`config.mk`:
```
export PLATFORM = sky130hd
export DESIGN_NAME = peak_neighbour_search_unit
export DESIGN_NICKNAME = d
export VERILOG_FILES = /design/src/hdl/pkn_pkg.sv /design/src/hdl/pkn_cell.sv /design/src/hdl/pkn_dist.sv /design/src/hdl/peak_neighbour_search_unit.sv
export SDC_FILE = /design/constraint.sdc
export NUM_CORES = 2
export LEC_CHECK = 0
export BUFFER_PORTS_ARGS = -buffer_cell sky130_fd_sc_hd__buf_2
export CELL_PAD_IN_SITES_DETAIL_PLACEMENT = 0
export CELL_PAD_IN_SITES_GLOBAL_PLACEMENT = 1
export CORE_UTILIZATION = 61
export CTS_BUF_LIST = sky130_fd_sc_hd__clkbuf_2 sky130_fd_sc_hd__clkbuf_4 sky130_fd_sc_hd__clkbuf_8
export DETAILED_ROUTE_END_ITERATION = 10
export PLACE_DENSITY_LB_ADDON = 0.1
export REMOVE_ABC_BUFFERS = 1
export SETUP_SLACK_MARGIN = 0.5
export SYNTH_ARGS = -nofsm -noshare
export SYNTH_HDL_FRONTEND = slang
export SYNTH_SLANG_ARGS = --single-unit
export TNS_END_PERCENT = 100
```
`constraint.sdc`:
```
create_clock -name clk -period 612.1 [get_ports clk]
set_input_delay 61.21 -clock clk [delete_from_list [all_inputs] [get_ports clk]]
set_output_delay 61.21 -clock clk [all_outputs]
set_load 0.02 [all_outputs]
```
`src/hdl/pkn_pkg.sv`:
```
// Package for the peak neighbour search unit: sizes, codes, payload structs.
// No dependencies; used by every module in hdl/.
package pkn_pkg;

    localparam int TABLE_DEPTH = 64;
    localparam int CNT_W       = $clog2(TABLE_DEPTH + 1);
    localparam int IDX_W       = 6;
    localparam int COORD_W     = 16;
    localparam int SQ_W        = 2 * COORD_W;
    localparam int PIX_W       = SQ_W + 1;
    localparam int SEED_SQ_W   = 34;
    localparam int MIN_PIX_W   = SEED_SQ_W + 1;
    localparam int ADDR_W      = 5;

    typedef enum logic
    {
        CMD_INSERT = 1'b0,
        CMD_QUERY  = 1'b1
    } command_t;

    typedef enum logic [2:0]
    {
        ST_NEIGHBOUR = 3'd0,
        ST_NEAREST   = 3'd1,
        ST_NONE      = 3'd2,
        ST_INSERTED  = 3'd3,
        ST_FULL      = 3'd4
    } status_t;

    typedef enum logic [2:0]
    {
        REG_RADIUS  = 3'd0,
        REG_RANGE   = 3'd1,
        REG_COLUMNS = 3'd2,
        REG_ROWS    = 3'd3,
        REG_FRAMES  = 3'd4
    } cfg_reg_t;

    typedef struct packed
    {
        command_t             command;
        logic [COORD_W-1:0]   x_pos;
        logic [COORD_W-1:0]   y_pos;
        logic [COORD_W-1:0]   frame_pos;
    } request_t;

    typedef struct packed
    {
        logic [IDX_W-1:0] entry_index;
        status_t          status;
        logic             last;
    } result_t;

    typedef struct packed
    {
        logic [COORD_W-1:0] x;
        logic [COORD_W-1:0] y;
        logic [COORD_W-1:0] f;
    } centre_t;

    // One slot of the compare pipeline; tail marks the end of a query walk.
    typedef struct packed
    {
        logic             valid;
        logic             entry;
        logic             tail;
        logic [IDX_W-1:0] idx;
    } token_t;

    typedef struct packed
    {
        token_t             tok;
        logic [PIX_W-1:0]   pix;
        logic [COORD_W-1:0] df;
    } dist_t;

endpackage

```
`src/hdl/pkn_cell.sv`:
```
// One table cell: holds a stored centre and passes it on when the chain shifts.
// Depends on pkn_pkg.
module pkn_cell
(
    input  logic             clk,
    input  logic             shift,
    input  pkn_pkg::centre_t d,
    output pkn_pkg::centre_t q
);

    pkn_pkg::centre_t entry_reg;
    pkn_pkg::centre_t entry_next;

    always_comb
    begin
        entry_next = shift ? d : entry_reg;
    end

    always_ff @(posedge clk)
    begin
        entry_reg <= entry_next;
    end

    assign q = entry_reg;

endmodule

```
`src/hdl/pkn_dist.sv`:
```
// Three-stage distance pipeline: abs differences, squares, pixel sum.
// Depends on pkn_pkg.
module pkn_dist
(
    input  logic             clk,
    input  logic             rst_n,
    input  pkn_pkg::token_t  tok,
    input  pkn_pkg::centre_t query,
    input  pkn_pkg::centre_t entry,
    output pkn_pkg::dist_t   dres
);

    pkn_pkg::token_t                 s1_tok_reg, s2_tok_reg, s3_tok_reg;
    logic [pkn_pkg::COORD_W-1:0]     dx_reg, dy_reg, df1_reg, df2_reg, df3_reg;
    logic [pkn_pkg::SQ_W-1:0]        sqx_reg, sqy_reg;
    logic [pkn_pkg::PIX_W-1:0]       pix_reg;
    logic [pkn_pkg::COORD_W-1:0]     dx_next, dy_next, df_next;

    always_comb
    begin
        dx_next = (query.x >= entry.x) ? query.x - entry.x : entry.x - query.x;
        dy_next = (query.y >= entry.y) ? query.y - entry.y : entry.y - query.y;
        df_next = (query.f >= entry.f) ? query.f - entry.f : entry.f - query.f;
    end

    always_ff @(posedge clk or negedge rst_n)
    begin
        if (!rst_n)
        begin
            s1_tok_reg <= '0;
            s2_tok_reg <= '0;
            s3_tok_reg <= '0;
        end
        else
        begin
            s1_tok_reg <= tok;
            s2_tok_reg <= s1_tok_reg;
            s3_tok_reg <= s2_tok_reg;
        end
    end

    always_ff @(posedge clk)
    begin
        dx_reg  <= dx_next;
        dy_reg  <= dy_next;
        df1_reg <= df_next;
        sqx_reg <= dx_reg * dx_reg;
        sqy_reg <= dy_reg * dy_reg;
        df2_reg <= df1_reg;
        pix_reg <= pkn_pkg::PIX_W'(sqx_reg) + pkn_pkg::PIX_W'(sqy_reg);
        df3_reg <= df2_reg;
    end

    always_comb
    begin
        dres.tok = s3_tok_reg;
        dres.pix = pix_reg;
        dres.df  = df3_reg;
    end

endmodule

```
`src/hdl/peak_neighbour_search_unit.sv`:
```
// Top level of the peak neighbour search unit: config regs, cell chain, walk control.
// Depends on pkn_pkg, pkn_cell, pkn_dist.
//
//  channel   | signals                          | direction
//  ----------+----------------------------------+----------
//  request   | start, busy, request             | in, busy out
//  result    | done, result                     | out
//  config    | psel penable pwrite paddr pwdata | in, prdata/pready out
//
// Insert: result in the cycle after the request, busy stays low.
// Query: busy until the final result; the cell ring rotates once, one entry
// per cycle, through a single distance pipeline. Results come out as found,
// each held back until the next hit, the final one in the same cycle that busy falls.
// Reset empties the table (entry count to zero); registers take their defaults.
// Results cannot be stalled; done is a one-cycle strobe.
module peak_neighbour_search_unit
(
    input  logic                            clk,
    input  logic                            rst_n,
    input  logic                            start,
    output logic                            busy,
    input  pkn_pkg::request_t               request,
    output logic                            done,
    output pkn_pkg::result_t                result,
    input  logic                            psel,
    input  logic                            penable,
    input  logic                            pwrite,
    input  logic [pkn_pkg::ADDR_W-1:0]      paddr,
    input  logic [31:0]                     pwdata,
    output logic [31:0]                     prdata,
    output logic                            pready
);

    localparam int DEPTH = pkn_pkg::TABLE_DEPTH;
    localparam int CW    = pkn_pkg::CNT_W;

    // configuration
    logic [15:0] radius_reg, range_reg;
    logic [12:0] cols_reg, rows_reg;
    logic [11:0] frames_reg;
    logic        cfg_wr;
    pkn_pkg::cfg_reg_t cfg_sel;

    assign pready  = 1'b1;
    assign cfg_wr  = psel && penable && pwrite;
    assign cfg_sel = pkn_pkg::cfg_reg_t'(paddr[4:2]);

    always_ff @(posedge clk or negedge rst_n)
    begin
        if (!rst_n)
        begin
            radius_reg <= '0;
            range_reg  <= '0;
            cols_reg   <= 13'd4096;
            rows_reg   <= 13'd4096;
            frames_reg <= 12'd4095;
        end
        else if (cfg_wr)
        begin
            unique case (cfg_sel)
                pkn_pkg::REG_RADIUS:  radius_reg <= pwdata[15:0];
                pkn_pkg::REG_RANGE:   range_reg  <= pwdata[15:0];
                pkn_pkg::REG_COLUMNS: cols_reg   <= pwdata[12:0];
                pkn_pkg::REG_ROWS:    rows_reg   <= pwdata[12:0];
                pkn_pkg::REG_FRAMES:  frames_reg <= pwdata[11:0];
                default: ;
            endcase
        end
    end

    always_comb
    begin
        unique case (cfg_sel)
            pkn_pkg::REG_RADIUS:  prdata = {16'd0, radius_reg};
            pkn_pkg::REG_RANGE:   prdata = {16'd0, range_reg};
            pkn_pkg::REG_COLUMNS: prdata = {19'd0, cols_reg};
            pkn_pkg::REG_ROWS:    prdata = {19'd0, rows_reg};
            pkn_pkg::REG_FRAMES:  prdata = {20'd0, frames_reg};
            default:              prdata = '0;
        endcase
    end

    // request decode
    logic accept, ins_go, qry_go, table_full;
    logic [CW-1:0] count_reg, count_next;

    assign accept     = start && !busy;
    assign table_full = (count_reg == CW'(DEPTH));
    assign ins_go     = accept && (request.command == pkn_pkg::CMD_INSERT);
    assign qry_go     = accept && (request.command == pkn_pkg::CMD_QUERY);

    // walk control
    logic          busy_reg, busy_next, run_reg, run_next, seed_reg;
    logic [CW-1:0] step_reg, step_next;
    logic          is_tail, rotate;
    logic [CW:0]   pos_sum;
    pkn_pkg::token_t tok;

    assign is_tail = (step_reg == CW'(DEPTH));
    assign rotate  = run_reg && !is_tail;
    assign pos_sum = {1'b0, step_reg} + {1'b0, count_reg};

    always_comb
    begin
        tok.valid = run_reg;
        tok.tail  = is_tail;
        // entry i sits DEPTH - count + i steps into the rotation
        tok.entry = !is_tail && (pos_sum >= (CW + 1)'(DEPTH));
        tok.idx   = pkn_pkg::IDX_W'(pos_sum - (CW + 1)'(DEPTH));
    end

    // cell chain, new centres enter at cell 0
    pkn_pkg::centre_t cell_q [DEPTH];
    pkn_pkg::centre_t feed, req_centre;
    logic             shift;

    assign req_centre = '{x: request.x_pos, y: request.y_pos, f: request.frame_pos};
    assign shift      = (ins_go && !table_full) || rotate;
    assign feed       = ins_go ? req_centre : cell_q[DEPTH-1];

    for (genvar i = 0; i < DEPTH; i++)
    begin : g_cell
        pkn_cell u_cell
        (
            .clk   (clk),
            .shift (shift),
            .d     ((i == 0) ? feed : cell_q[(i == 0) ? 0 : i - 1]),
            .q     (cell_q[i])
        );
    end

    pkn_pkg::centre_t query_reg;
    pkn_pkg::dist_t   dres;

    pkn_dist u_dist
    (
        .clk   (clk),
        .rst_n (rst_n),
        .tok   (tok),
        .query (query_reg),
        .entry (cell_q[DEPTH-1]),
        .dres  (dres)
    );

    // seeds and running minima
    logic [31:0]                      rad_sq_reg;
    logic [pkn_pkg::SEED_SQ_W-1:0]    sq_cols_reg, sq_rows_reg;
    logic [pkn_pkg::MIN_PIX_W-1:0]    min_pix_reg, min_pix_next;
    logic [15:0]                      min_frm_reg, min_frm_next;
    logic [pkn_pkg::IDX_W-1:0]        near_idx_reg, near_idx_next;
    logic                             have_near_reg, have_near_next;
    logic [pkn_pkg::IDX_W-1:0]        pend_idx_reg, pend_idx_next;
    logic                             pend_reg, pend_next;
    logic                             done_reg, done_next;
    pkn_pkg::result_t                 result_reg, result_next;
    logic                             better, hit;

    always_comb
    begin
        better = (pkn_pkg::MIN_PIX_W'(dres.pix) < min_pix_reg) && (dres.df < min_frm_reg);
        hit    = (dres.pix < pkn_pkg::PIX_W'(rad_sq_reg)) && (dres.df < range_reg);
    end

    always_comb
    begin
        count_next     = count_reg;
        busy_next      = busy_reg;
        run_next       = run_reg;
        step_next      = step_reg;
        min_pix_next   = min_pix_reg;
        min_frm_next   = min_frm_reg;
        near_idx_next  = near_idx_reg;
        have_near_next = have_near_reg;
        pend_idx_next  = pend_idx_reg;
        pend_next      = pend_reg;
        done_next      = 1'b0;
        result_next    = result_reg;

        if (ins_go)
        begin
            done_next = 1'b1;
            result_next.last = 1'b1;
            if (table_full)
            begin
                result_next.entry_index = '0;
                result_next.status      = pkn_pkg::ST_FULL;
            end
            else
            begin
                result_next.entry_index = pkn_pkg::IDX_W'(count_reg);
                result_next.status      = pkn_pkg::ST_INSERTED;
                count_next              = count_reg + 1'b1;
            end
        end

        if (qry_go)
        begin
            busy_next = 1'b1;
            run_next  = 1'b1;
            step_next = '0;
            pend_next = 1'b0;
        end
        else if (run_reg)
        begin
            if (is_tail)
                run_next = 1'b0;
            else
                step_next = step_reg + 1'b1;
        end

        if (seed_reg)
        begin
            min_pix_next   = pkn_pkg::MIN_PIX_W'(sq_cols_reg)
                           + pkn_pkg::MIN_PIX_W'(sq_rows_reg);
            min_frm_next   = {frames_reg, 4'd0};
            have_near_next = 1'b0;
        end

        if (dres.tok.valid && dres.tok.entry)
        begin
            if (better)
            begin
                min_pix_next   = pkn_pkg::MIN_PIX_W'(dres.pix);
                min_frm_next   = dres.df;
                near_idx_next  = dres.tok.idx;
                have_near_next = 1'b1;
            end
            if (hit)
            begin
                // hold each hit back one so the final one can carry last
                if (pend_reg)
                begin
                    done_next   = 1'b1;
                    result_next = '{entry_index: pend_idx_reg,
                                    status: pkn_pkg::ST_NEIGHBOUR, last: 1'b0};
                end
                pend_next     = 1'b1;
                pend_idx_next = dres.tok.idx;
            end
        end
        else if (dres.tok.valid && dres.tok.tail)
        begin
            done_next = 1'b1;
            busy_next = 1'b0;
            pend_next = 1'b0;
            if (pend_reg)
                result_next = '{entry_index: pend_idx_reg,
                                status: pkn_pkg::ST_NEIGHBOUR, last: 1'b1};
            else if (have_near_reg)
                result_next = '{entry_index: near_idx_reg,
                                status: pkn_pkg::ST_NEAREST, last: 1'b1};
            else
                result_next = '{entry_index: '0,
                                status: pkn_pkg::ST_NONE, last: 1'b1};
        end
    end

    always_ff @(posedge clk or negedge rst_n)
    begin
        if (!rst_n)
        begin
            count_reg     <= '0;
            busy_reg      <= 1'b0;
            run_reg       <= 1'b0;
            seed_reg      <= 1'b0;
            step_reg      <= '0;
            have_near_reg <= 1'b0;
            pend_reg      <= 1'b0;
            done_reg      <= 1'b0;
        end
        else
        begin
            count_reg     <= count_next;
            busy_reg      <= busy_next;
            run_reg       <= run_next;
            seed_reg      <= qry_go;
            step_reg      <= step_next;
            have_near_reg <= have_near_next;
            pend_reg      <= pend_next;
            done_reg      <= done_next;
        end
    end

    always_ff @(posedge clk)
    begin
        min_pix_reg  <= min_pix_next;
        min_frm_reg  <= min_frm_next;
        near_idx_reg <= near_idx_next;
        pend_idx_reg <= pend_idx_next;
        result_reg   <= result_next;
        if (qry_go)
        begin
            query_reg   <= req_centre;
            rad_sq_reg  <= radius_reg * radius_reg;
            sq_cols_reg <= {cols_reg, 4'd0} * {cols_reg, 4'd0};
            sq_rows_reg <= {rows_reg, 4'd0} * {rows_reg, 4'd0};
        end
    end

    assign busy   = busy_reg;
    assign done   = done_reg;
    assign result = result_reg;

endmodule
```
==> summary.txt <==
Final layout
  – # fillers: 15700
  – Post-layout util: 67.6%
  – Max FFs per register: 3072
  – Fraction of layout cells with a size suffix above 1: 11.7%
  – Fin nets: 11000
  – Synthesis-to-finish area growth: 10.3%

Min path
  – WHS Endpoint: u_dist.df3_reg[11]
  – HP Start: u_dist.df2_reg[11]
  – Hold Path Class: reg2reg
  – Hold depth: 0

Place
  – RePlAce Congestion: 0.859
  – Post-detail-place hpwl: 157 mm
  – Port bufs: 101

Timing
  – Final min period: 124.46 ns
  – Max Freq: 0.00803 GHz
  – TNS Setup: 0 ns
  – Worst-margin pin slew: 1.21 ns
  – Slew HR: 19.6%
  – RSZ-0062 raised after global routing: false
  – Worst clock skew: 0.139 ns
  – Fin. Hold Viols: 0
  – Tcrit/Tclk final: 20.3%
  – Endpoints failing setup: 0
  – Slew Limit Fails: 0

Worst setup path
  – CP max stage delay: 0.78 ns
  – R2R depth: 11
  – Setup crit end kind: output pin
  – CP delay by family, top: simple AND/OR/NAND/NOR gates
  – CP most frequent cell: buf_2
  – CP arrival: 63.25 ns
  – CP cell instances: buf_2 > nor2b_1 > a22oi_1 > o22ai_1 > buf_2
  – FF-to-FF End: g_cell[40].u_cell.q[21]
  – Worst setup SP type: input pin
  – Slowest CP cell: nor2b_1
  – R2R setup slack: 601.78 ns
  – Worst setup path startpoint: paddr[2]
  – CP max FO: 30
  – Buf+Inv Stages, Crit Path: 2
  – Required time of the critical path: 550.89 ns
  – Setup CP Type: in2out
  – Critical path depth in cells: 5
  – Startpoint of the worst register-to-register path: busy

Yosys
  – EDFF count, synth: 3213
  – Prevailing post-synth register cell: edfxtp_1
  – Synthesized area per cell: 16.4 sq um
  – #FFs+latches synth: 3566
  – Async SR Flop Fraction: 3.28%
  – Area contributors post-synth: edfxtp_1, fa_1, ha_1
  – Synth unique cells: 88
  – Synthesized cell area: 147000 sq um
  – Top cell type's share of synthesized area: 65.5%
  – Post-Syn Instances: 8961
  – Area leader, netlist: edfxtp_1
  – Seq/Total Area, Yosys: 70.7%
  – Synth Warn #: 0

Detailed routing
  – Average wire per standard cell: 18.7 um
  – DRT Pass-1 Iters: 6
  – Remaining DRCs: 0
  – DRT iter0 DRCs: 4844
  – Final wirelength: 244 mm
  – DR vias/cell: 5.29
  – DR vias: 69300
  – Final ANT Viol Nets: 0

Global routing
  – First-pass GRT wire length: 393 mm
  – All-Layer GR Usage: 20.8%
  – Initial antenna violation count: 14
  – GRT overflow: 0
  – Largest net degree at the start of global routing: 221
  – Vias in the first global route: 71300

CTS
  – # hold bufs at CTS: 0
  – CTS sink count: 3566
  – Worst-skew pair later-pin latency: 1.08 ns
  – Clock-pin slew on the worst setup and hold paths: 0.06 ns
  – CTS buffer count: 561
  – CTS tree: yes
  – Post-cts sizing count: 0
  – Setup bufs post-CTS: 0
  – Max clock buf depth: 4
  – Clock H-tree levels: 6
  – Clk root buf: clkbuf_8

Die
  – Row cnt: 180
  – Starting density of the core: 61.3%
  – Area of the die: 244000 sq um
  – Die X: 493 um
  – Core Footprint: 240000 sq um
  – Top Ports: 137
  – Die H: 493 um

Run
  – Max_cap viols: 0

Outcome
  – Status: finished, final reports clean
## placed cells by master, fill, tap and decap left out, types with 27 or more instances in the layout
cell,n
o21ai_0,208
mux2i_1,46
clkbuf_4,185
buf_2,100
nor3_1,47
buf_4,52
a21oi_1,217
mux2_2,62
dfxtp_1,236
fa_1,690
clkbuf_8,581
nand3_1,47
clkinv_2,43
clkinv_1,90
ha_1,686
and2_1,177
xnor2_1,176
a21o_1,121
o21bai_1,29
a22oi_1,34
nand2_1,538
o31ai_1,28
nor2_1,234
nand4_1,33
inv_1,1319
o21a_1,46
nor2b_1,56
a31oi_1,27
dfrtp_1,102
xor2_1,72
edfxtp_1,3213
## area by class of cell
type                       count  area, sq um  area share (%)
sequential                  3566       104000            64.1
multi-input combinational   3903        37500            23.1
clock buffer                 766         9390            5.78
inverter                    1320         4950            3.05
tap                         3185         3990            2.45
clock inverter               193         1500           0.923
timing repair buffer         155          951           0.585
antenna                        2         5.00         0.00308
## metal layers
layer / wire length [um] / track usage [%] / vias to the layer above
met2: 107000 / 30.0 / 1492
met1: 118000 / 32.5 / 34800
met3: 12400 / 3.67 / 498
met4: 6690 / 6.74 / 6
met5: 34 / 0 / -
li1: - / - / 32500
## cells by family after synthesis
kind of cell / after synthesis / synth area share (%)
DFF: 3566 / 70.7
buffers and inverters: 1507 / 3.90
adders and majority gates: 1376 / 15.2
and+or+nand+nor: 1254 / 3.99
AOI/OAI and AO/OA: 896 / 3.91
xor gates and xnor gates: 248 / 1.47
muxes: 112 / 0.825
other: 2 / 0.00510
## worst max-delay path by stage
stage | endpoint | slack (ns)
after detailed placement | prdata[6] | 487.71
after global routing | prdata[6] | 487.55
after CTS | prdata[6] | 487.72
final | prdata[6] | 487.64
after global placement | prdata[7] | 487.75
after floorplan | g_cell[0].u_cell.q[0] | 326.09
## synthesized netlist by cell type, drive strengths merged, types with 47 or more instances
cell	count
dfrtp	103
ha	686
and2	178
o21ai	226
edfxtp	3213
dfxtp	236
nand2	538
clkbuf	147
a21o	121
xor2	72
fa	690
xnor2	176
inv	1319
nor2b	56
nor2	235
nand3	47
mux2	65
a21oi	218
nor3	47
## worst reg2reg max path: cells and delay by family, from the launching register on
family | cells | cell delay (ns)
flops | 1 | 0.43
compound gates | 1 | 0.77
buf+inv | 9 | 7.99
simple gates | 1 | 0.65
## per-stage QoR
stage	instances	setup slack (ns)	cell area [sq um]	hold slack, ns
2_1_floorplan	8789	326.09	147000	0.310
3_3_place_gp	12100	487.75	152000	0.315
3_5_place_dp	12100	487.71	152000	0.312
4_1_cts	13100	487.72	162000	0.259
5_1_grt	13100	487.55	162000	0.261
6_report	13100	487.64	162000	0.258
Power is left out: the tool's default activity adds up to more than one toggle a clock period on the data nets, which glitch-free logic cannot reach.
